**config.mk**
```make
export PLATFORM = sky130hd
export DESIGN_NAME = circular_ring_fifo_core_flat
export DESIGN_NICKNAME = d
export VERILOG_FILES = /design/src/design/crf_pkg.sv /design/src/design/crf_if.sv /design/src/design/circular_ring_fifo_core.sv /design/src/flat_wrapper.sv
export SDC_FILE = /design/constraint.sdc
export NUM_CORES = 1
export LEC_CHECK = 0
export ABC_AREA = 1
export BUFFER_PORTS_ARGS = -buffer_cell sky130_fd_sc_hd__buf_4
export CAP_MARGIN = 10
export CELL_PAD_IN_SITES_DETAIL_PLACEMENT = 1
export CELL_PAD_IN_SITES_GLOBAL_PLACEMENT = 2
export CORE_ASPECT_RATIO = 1.1
export CORE_MARGIN = 4
export CORE_UTILIZATION = 45
export CTS_CLUSTER_DIAMETER = 150
export DETAILED_ROUTE_END_ITERATION = 8
export PLACE_DENSITY = 0.89
export SLEW_MARGIN = 40
export SYNTH_ARGS = -nofsm -noshare
export SYNTH_HDL_FRONTEND = slang
export SYNTH_SLANG_ARGS = --single-unit
```
**constraint.sdc**
```tcl
create_clock -name clk -period 7.35 [get_ports clk]
set_clock_uncertainty 0.2 [all_clocks]
set_input_delay 0.735 -clock clk [delete_from_list [all_inputs] [get_ports clk]]
set_output_delay 0.735 -clock clk [all_outputs]
set_load 0.005 [all_outputs]
```
**src/design/crf_pkg.sv**
```systemverilog
// crf_pkg: sizes, payload types, command/status codes and pointer helpers
// for the circular ring FIFO. No dependencies; every other design file imports it.
`default_nettype none

package crf_pkg;

  localparam int DEPTH     = 16;
  localparam int WORD_BITS = 32;
  localparam int PTR_W     = (DEPTH > 1) ? $clog2(DEPTH) : 1;
  localparam int CNT_W     = $clog2(DEPTH + 1);

  typedef logic [PTR_W-1:0]            ptr_t;
  typedef logic [CNT_W-1:0]            cnt_t;
  typedef logic signed [WORD_BITS-1:0] word_t;

  typedef enum logic [1:0] {
    CMD_ENQ  = 2'd0,
    CMD_DEQ  = 2'd1,
    CMD_PEEK = 2'd2,
    CMD_DUMP = 2'd3
  } cmd_t;

  typedef enum logic [1:0] {
    STAT_OK    = 2'd0,
    STAT_FULL  = 2'd1,
    STAT_EMPTY = 2'd2
  } status_t;

  typedef enum logic {
    ST_IDLE,
    ST_SEND
  } crf_state_t;

  // Step a slot index, wrapping at the active capacity.
  function automatic ptr_t ptr_advance(ptr_t idx, cnt_t cap);
    cnt_t nxt;
    nxt = CNT_W'(idx) + CNT_W'(1);
    return (nxt >= cap) ? '0 : PTR_W'(nxt);
  endfunction

  // Fold a written capacity into the range 1..DEPTH.
  function automatic cnt_t cap_clamp(cnt_t v);
    if (v == '0) return CNT_W'(1);
    if (v > CNT_W'(DEPTH)) return CNT_W'(DEPTH);
    return v;
  endfunction

endpackage

`default_nettype wire

```
**src/design/crf_if.sv**
```systemverilog
// crf_if: valid/ready channel interfaces for the ring FIFO (command in,
// result out, capacity write). Depends on crf_pkg for widths.
`default_nettype none

interface crf_in_if import crf_pkg::*; ();
  logic  valid;
  logic  ready;
  logic  [1:0] command;
  word_t value;

  modport source (output valid, output command, output value, input ready);
  modport sink   (input valid, input command, input value, output ready);
endinterface

interface crf_out_if import crf_pkg::*; ();
  logic       valid;
  logic       ready;
  logic [1:0] status;
  word_t      data;
  cnt_t       count;
  logic       last;

  modport source (output valid, output status, output data, output count, output last,
                  input ready);
  modport sink   (input valid, input status, input data, input count, input last,
                  output ready);
endinterface

interface crf_cfg_if import crf_pkg::*; ();
  logic valid;
  logic ready;
  cnt_t capacity;

  modport source (output valid, output capacity, input ready);
  modport sink   (input valid, input capacity, output ready);
endinterface

`default_nettype wire

```
**src/design/circular_ring_fifo_core.sv**
```systemverilog
// circular_ring_fifo_core: ring-buffer FIFO with enqueue, dequeue, peek and dump.
// Depends on crf_pkg and the channel interfaces in crf_if.sv.
//
//   channel | dir | payload                          | transaction when
//   --------+-----+----------------------------------+------------------------
//   in_if   | in  | command, value                   | valid && ready
//   out_if  | out | status, data, count, last        | valid && ready
//   cfg_if  | in  | capacity                         | valid && ready
//
// Flow: one command is taken, then its results leave one per cycle from the
// output register while out_if.ready is high; enqueue, dequeue and peek give one
// result, dump one per held word, read through the single read port of the slot memory.
// Reset: synchronous, active low; queue empty, capacity DEPTH. Slots are not
// cleared, so there is no sweep after reset.
// Stalls: out_if.ready low holds the output register and the pending result;
// a new command is taken while the last result of the previous one waits.
`default_nettype none

module circular_ring_fifo_core import crf_pkg::*; (
  input  wire          clk,
  input  wire          rst_n,
  crf_in_if.sink       in_if,
  crf_out_if.source    out_if,
  crf_cfg_if.sink      cfg_if
);

  // Slot memory: one write port (tail), one registered read port.
  word_t      slots_mem [DEPTH];
  word_t      rd_data_r;
  ptr_t       rd_addr;
  logic       mem_we;

  crf_state_t state_r, state_nxt;
  cnt_t       cap_r, cap_nxt;
  ptr_t       head_r, head_nxt;
  ptr_t       tail_r, tail_nxt;
  cnt_t       count_r, count_nxt;

  // Pending result of the command in progress.
  ptr_t       cur_r, cur_nxt;
  cnt_t       rem_r, rem_nxt;
  status_t    res_status_r, res_status_nxt;
  logic       use_mem_r, use_mem_nxt;

  // Output register.
  logic       out_valid_r, out_valid_nxt;
  status_t    out_status_r;
  word_t      out_data_r;
  cnt_t       out_count_r;
  logic       out_last_r;

  logic       in_fire, cfg_fire, out_free, send_fire;
  logic       is_full, is_empty;
  cmd_t       cmd;

  assign in_fire   = in_if.valid && in_if.ready;
  assign cfg_fire  = cfg_if.valid && cfg_if.ready;
  assign out_free  = !out_valid_r || out_if.ready;
  assign send_fire = (state_r == ST_SEND) && out_free;
  assign is_full   = (count_r >= cap_r);
  assign is_empty  = (count_r == '0);
  assign cmd       = cmd_t'(in_if.command);

  // Next state.
  always_comb begin
    state_nxt = state_r;
    case (state_r)
      ST_IDLE: begin
        if (in_fire) state_nxt = ST_SEND;
      end
      ST_SEND: begin
        if (send_fire && rem_r == CNT_W'(1)) state_nxt = ST_IDLE;
      end
      default: state_nxt = ST_IDLE;
    endcase
  end

  // Handshake outputs.
  always_comb begin
    in_if.ready  = (state_r == ST_IDLE);
    cfg_if.ready = 1'b1;
    out_if.valid  = out_valid_r;
    out_if.status = out_status_r;
    out_if.data   = out_data_r;
    out_if.count  = out_count_r;
    out_if.last   = out_last_r;
  end

  // Queue pointers and the pending result.
  always_comb begin
    cap_nxt        = cap_r;
    head_nxt       = head_r;
    tail_nxt       = tail_r;
    count_nxt      = count_r;
    cur_nxt        = cur_r;
    rem_nxt        = rem_r;
    res_status_nxt = res_status_r;
    use_mem_nxt    = use_mem_r;
    mem_we         = 1'b0;

    if (in_fire) begin
      cur_nxt        = head_r;
      rem_nxt        = CNT_W'(1);
      res_status_nxt = STAT_OK;
      use_mem_nxt    = 1'b0;
      case (cmd)
        CMD_ENQ: begin
          if (is_full) begin
            res_status_nxt = STAT_FULL;  // drop the word, state unchanged
          end else begin
            mem_we    = 1'b1;
            tail_nxt  = ptr_advance(tail_r, cap_r);
            count_nxt = count_r + CNT_W'(1);
          end
        end
        CMD_DEQ: begin
          if (is_empty) begin
            res_status_nxt = STAT_EMPTY;
          end else begin
            use_mem_nxt = 1'b1;
            count_nxt   = count_r - CNT_W'(1);
            if (count_r == CNT_W'(1)) begin
              // Queue drains: both pointers go back to slot zero.
              head_nxt = '0;
              tail_nxt = '0;
            end else begin
              head_nxt = ptr_advance(head_r, cap_r);
            end
          end
        end
        CMD_PEEK: begin
          if (is_empty) res_status_nxt = STAT_EMPTY;
          else          use_mem_nxt    = 1'b1;
        end
        CMD_DUMP: begin
          if (is_empty) begin
            res_status_nxt = STAT_EMPTY;
          end else begin
            use_mem_nxt = 1'b1;
            rem_nxt     = count_r;
          end
        end
        default: res_status_nxt = STAT_OK;
      endcase
    end else if (send_fire && rem_r > CNT_W'(1)) begin
      // Dump: step to the next held word; its read lands by the next cycle.
      cur_nxt = ptr_advance(cur_r, cap_r);
      rem_nxt = rem_r - CNT_W'(1);
    end

    if (cfg_fire) begin
      cap_nxt   = cap_clamp(cfg_if.capacity);
      head_nxt  = '0;
      tail_nxt  = '0;
      count_nxt = '0;
    end
  end

  // Read the slot that the pending result will need in the next cycle.
  assign rd_addr = cur_nxt;

  always_comb begin
    out_valid_nxt = out_valid_r;
    if (send_fire)          out_valid_nxt = 1'b1;
    else if (out_if.ready)  out_valid_nxt = 1'b0;
  end

  always_ff @(posedge clk) begin
    if (mem_we) slots_mem[tail_r] <= in_if.value;
    rd_data_r <= slots_mem[rd_addr];
  end

  always_ff @(posedge clk) begin
    if (!rst_n) begin
      state_r     <= ST_IDLE;
      cap_r       <= CNT_W'(DEPTH);
      head_r      <= '0;
      tail_r      <= '0;
      count_r     <= '0;
      rem_r       <= '0;
      out_valid_r <= 1'b0;
    end else begin
      state_r     <= state_nxt;
      cap_r       <= cap_nxt;
      head_r      <= head_nxt;
      tail_r      <= tail_nxt;
      count_r     <= count_nxt;
      rem_r       <= rem_nxt;
      out_valid_r <= out_valid_nxt;
    end
  end

  always_ff @(posedge clk) begin
    cur_r        <= cur_nxt;
    res_status_r <= res_status_nxt;
    use_mem_r    <= use_mem_nxt;
    if (send_fire) begin
      out_status_r <= res_status_r;
      out_data_r   <= use_mem_r ? rd_data_r : '0;
      out_count_r  <= count_r;
      out_last_r   <= (rem_r == CNT_W'(1));
    end
  end

  // Checks on the queue bookkeeping and sequencing.
  a_count_in_cap: assert property (@(posedge clk) disable iff (!rst_n)
    count_r <= cap_r)
    else $error("held count exceeds capacity");

  a_empty_ptrs: assert property (@(posedge clk) disable iff (!rst_n)
    (count_r == '0) |-> (head_r == '0 && tail_r == '0))
    else $error("empty queue with pointers off slot zero");

  a_accept_send: assert property (@(posedge clk) disable iff (!rst_n)
    in_fire |=> (state_r == ST_SEND))
    else $error("accepted command did not start sending");

  a_send_rem: assert property (@(posedge clk) disable iff (!rst_n)
    (state_r == ST_SEND) |-> (rem_r != '0))
    else $error("sending with no results left");

  a_last_done: assert property (@(posedge clk) disable iff (!rst_n)
    (send_fire && rem_r == CNT_W'(1)) |=> (state_r == ST_IDLE && out_valid_r && out_last_r))
    else $error("final result not marked or not idle after");

endmodule

`default_nettype wire

```
**src/flat_wrapper.sv**
```systemverilog
// flat-port wrapper written by rule: the top's interface ports become plain ports
module circular_ring_fifo_core_flat import crf_pkg::*;
  (clk, rst_n, in_if_valid, in_if_command, in_if_value, in_if_ready, out_if_valid, out_if_status, out_if_data, out_if_count, out_if_last, out_if_ready, cfg_if_valid, cfg_if_capacity, cfg_if_ready);
  crf_in_if in_if_i ();
  crf_out_if out_if_i ();
  crf_cfg_if cfg_if_i ();
  input  wire clk;
  input  wire rst_n;
  input wire logic [$bits(in_if_i.valid)-1:0] in_if_valid;
  input wire logic [$bits(in_if_i.command)-1:0] in_if_command;
  input wire logic [$bits(in_if_i.value)-1:0] in_if_value;
  output wire logic [$bits(in_if_i.ready)-1:0] in_if_ready;
  output wire logic [$bits(out_if_i.valid)-1:0] out_if_valid;
  output wire logic [$bits(out_if_i.status)-1:0] out_if_status;
  output wire logic [$bits(out_if_i.data)-1:0] out_if_data;
  output wire logic [$bits(out_if_i.count)-1:0] out_if_count;
  output wire logic [$bits(out_if_i.last)-1:0] out_if_last;
  input wire logic [$bits(out_if_i.ready)-1:0] out_if_ready;
  input wire logic [$bits(cfg_if_i.valid)-1:0] cfg_if_valid;
  input wire logic [$bits(cfg_if_i.capacity)-1:0] cfg_if_capacity;
  output wire logic [$bits(cfg_if_i.ready)-1:0] cfg_if_ready;
  assign in_if_i.valid = in_if_valid;
  assign in_if_i.command = in_if_command;
  assign in_if_i.value = in_if_value;
  assign in_if_ready = in_if_i.ready;
  assign out_if_valid = out_if_i.valid;
  assign out_if_status = out_if_i.status;
  assign out_if_data = out_if_i.data;
  assign out_if_count = out_if_i.count;
  assign out_if_last = out_if_i.last;
  assign out_if_i.ready = out_if_ready;
  assign cfg_if_i.valid = cfg_if_valid;
  assign cfg_if_i.capacity = cfg_if_capacity;
  assign cfg_if_ready = cfg_if_i.ready;
  circular_ring_fifo_core u_core (.clk(clk), .rst_n(rst_n), .in_if(in_if_i), .out_if(out_if_i), .cfg_if(cfg_if_i));
endmodule
```
==> flow_summary.toml <==
[pwr]
power_density_nw_per_um2 = 295
vdd_ir_drop_max_uv = 228
power.leakage_nw = 12.6
power_frac_clock = 0.382
seq_power_share = 0.449
p_sw_frac = 0.284
p_comb_frac = 0.170
p_int_mw = 6.44
p_sw_mw = 2.56

[global_route]
grtUsageTotal = 0.234
overflow = 0
grt_pass1_vias = 19900
grt_max_degree = 129
antenna_found_initial = 3
grt_pass1_wl_mm = 116

[floorplanning]
num_rows = 93
die_y_um = 265
fp.dieW_um = 242
start_util = 0.458
core-area_um2 = 59000
die_area_um2 = 64100
ioPinCount = 87

[worst_setup_path]
cp-end-kind = "flop"
crit_family = "simple AND/OR/NAND/NOR gates"
crit_top_cell = "nand2_1"
cpMaxStageDelayCell = "nand2_8"
crit_chain = "ha_1 > xor2_1 > ha_1 > nand2_1 > nand2_1 > nand2_1 > nand2_1 > nor2_1 > nand2_1 > nand2_8 > nand2_8 > buf_12 > nand2_1 > nand3_1 > nand3_1 > nand3_1 > nand2_1"
crit_buf_inv = 1
critPathKind = "reg -> reg"
cp.required_ns = 7.69
arrival_ns = 4.56
crit_path_max_fanout = 116
worstSetupStartpointType = "flop"
crit_path_max_incr_delay_ns = 0.54

[synthesis]
ys_types = 38
ys_ff_latch = 616
synth_flop_cell = "edfxtp_1"
synth_edf_count = 555
synth-compound-area-share = 0.0140
yosysMostFrequentCell = "nand3_1"
synth_nets = 2568
muxShareOfSynthArea = 0
async_reset_ff_frac = 0
ys_top_cells_by_area = "edfxtp_1, nand3_1, inv_1, nand2_1, dfxtp_1"
netlist_area_um2 = 27000
synth_fa_ha_area_frac = 0.0143
synthesis.area_per_instance_um2 = 10.8
synth_top_cell_area_share = 0.616
yosys.area.top_type = "edfxtp_1"
synth_xor_area_frac = 0.00389
synth_top_family_by_area = "simple AND/OR/NAND/NOR gates"
synth-simple-area-share = 0.207
synth-seq-area-share = 0.662
netlist_instances = 2493
synth_commonest_cells = "nand3_1, edfxtp_1, inv_1"
ys_warn_count = 0

[drt]
detail-route-antenna-nets = 0
drc = 0
routed_wl_mm = 75.7
detailedRoute.firstPassIterationCount = 6
drtIter0Drc = 1575
routed_via_density = 5.55
wl_per_cell_um = 22.5
vias = 18600

[clocking]
cts_resized = 0
cts_buffers = 68
clk_latency_ns = 0.62
cts_tree = "yes"
clkTransAtPathRegs_ns = 0.06
clock_path_buffers = 3
cts_root_buffer = "clkbuf_16"
cts_num_sinks = 616
post_cts_buffers = 0
htree_levels = 3
postCtsHoldBufs = 0

[sta]
setup_viol = 0
fin_crit_sh = 0.575
fin_crit_ns = 4.22
hold_violations = 0
max_freq_ghz = 0.237
maxSlewViolCount = 0
rsz0062_at_grt = "false"
worst_slew_pin_slew_ns = 0.821
slew_headroom = 0.451
fin_tns_setup_ns = 0

[place]
portBuffers = 85
place_hpwl_mm = 39.0
dp.cells = 3231
gp_congestion = 0.772

[worst_hold_path]
worstHoldPathType = "in -> reg"

[status]
status = "completed"

[layout]
nets = 2616
area_growth_pct = 12.7
fin_cells = 3357
drive_above_1_share = 0.0944

[flow_run]
drv_cap = 0
==> power groups by stage <==
stage | registers (mW) | logic [mW] | clock network [mW]
finish | 4.04 | 1.53 | 3.43
global route | 4.05 | 1.71 | 3.65
CTS | 4.04 | 1.54 | 3.49
detailed placement | 4.11 | 1.53 | 0
global placement | 4.11 | 1.46 | 0
floorplan | 4.08 | 1.11 | 0
==> per-layer routing <==
metal	vias up	part of all wire	routed length, µm	GRT usage
met3	152	0.055	4150	0.0383
met5	-	0.00034	26	0
li1	8451	-	-	-
met2	498	0.50	37600	0.408
met1	9528	0.42	31500	0.297
met4	4	0.032	2410	0.0866
==> flip-flops by register name, summed over array words and instances (netlist names), 4 cells and up <==
name and flops:
u_core.cap_r 5, u_core.slots_mem 512, u_core.out_if.count 5, u_core.tail_r 4, u_core.head_r 4, u_core.out_if.data 32
u_core.count_r 5, u_core.rem_r 5, u_core.rd_data_r 32, u_core.cur_r 4
==> layout make-up <==
class,instances,area [µm²]
Multi-Input combinational cell,1259,6670
Clock buffer,91,1830
Tap cell,760,951
Fill cell,6289,28500
Clock inverter,34,412
Sequential cell,616,17900
Antenna cell,1,2.50
Inverter,480,1800
Timing Repair Buffer,116,918
==> worst paths after layout <==
check | start | endpoint | slack (ns) | cells past startpoint
max reg2reg | u_core.cur_r[0]$_DFF_P_ | u_core.rd_data_r[15]$_DFF_P_ | 3.13 | 17
min reg2reg | u_core.res_status_r[1]$_SDFFCE_PN0P_ | u_core.out_if.status[1]$_DFFE_PP_ | 0.23 | 0
max | u_core.cur_r[0]$_DFF_P_ | u_core.rd_data_r[15]$_DFF_P_ | 3.13 | 17
min | cfg_if_capacity[0] | u_core.cap_r[0]$_SDFFE_PN0P_ | 0.19 | 3
==> worst min-delay path: cells and delay by family <==
family,cells,cell delay [ns]
buffers and inverters,1,0.08
AOI/OAI and AO/OA,2,0.15
==> kinds of logic after synthesis <==
family / Yosys count
AOI/OAI and AO/OA: 63
xor gates and xnor gates: 12
adders and majority gates: 31
buffers and inverters: 618
DFF: 616
other: 1
and+or+nand+nor: 1152
==> metrics by stage <==
step | instance area, µm² | utilization | power [mW] | setup WS, ns | hold WS [ns]
6_report | 30500 | 0.516 | 9.00 | 3.13 | 0.185
5_1_grt | 30500 | 0.516 | 9.40 | 2.84 | 0.188
4_1_cts | 30500 | 0.516 | 9.07 | 3.04 | 0.152
3_5_place_dp | 28200 | 0.478 | 5.63 | 2.54 | 0.219
3_3_place_gp | 28200 | 0.478 | 5.56 | 2.77 | 0.208
2_1_floorplan | 27000 | - | 5.19 | 3.84 | 0.200
==> layout by cell type (no fill, tap or decap), drive strengths merged, types with 3 or more instances in the layout <==
master,n
nand3,593
edfxtp,555
inv,483
nand2,380
nand3b,129
buf,116
clkbuf,91
dfxtp,61
nor2,39
ha,31
a21oi,25
o21ai,24
clkinv,23
xor2,8
bufinv,7
nand4,6
xnor2,4
nor3,3
o22ai,3
No activity file was read; power rests on OpenSTA's default activity.
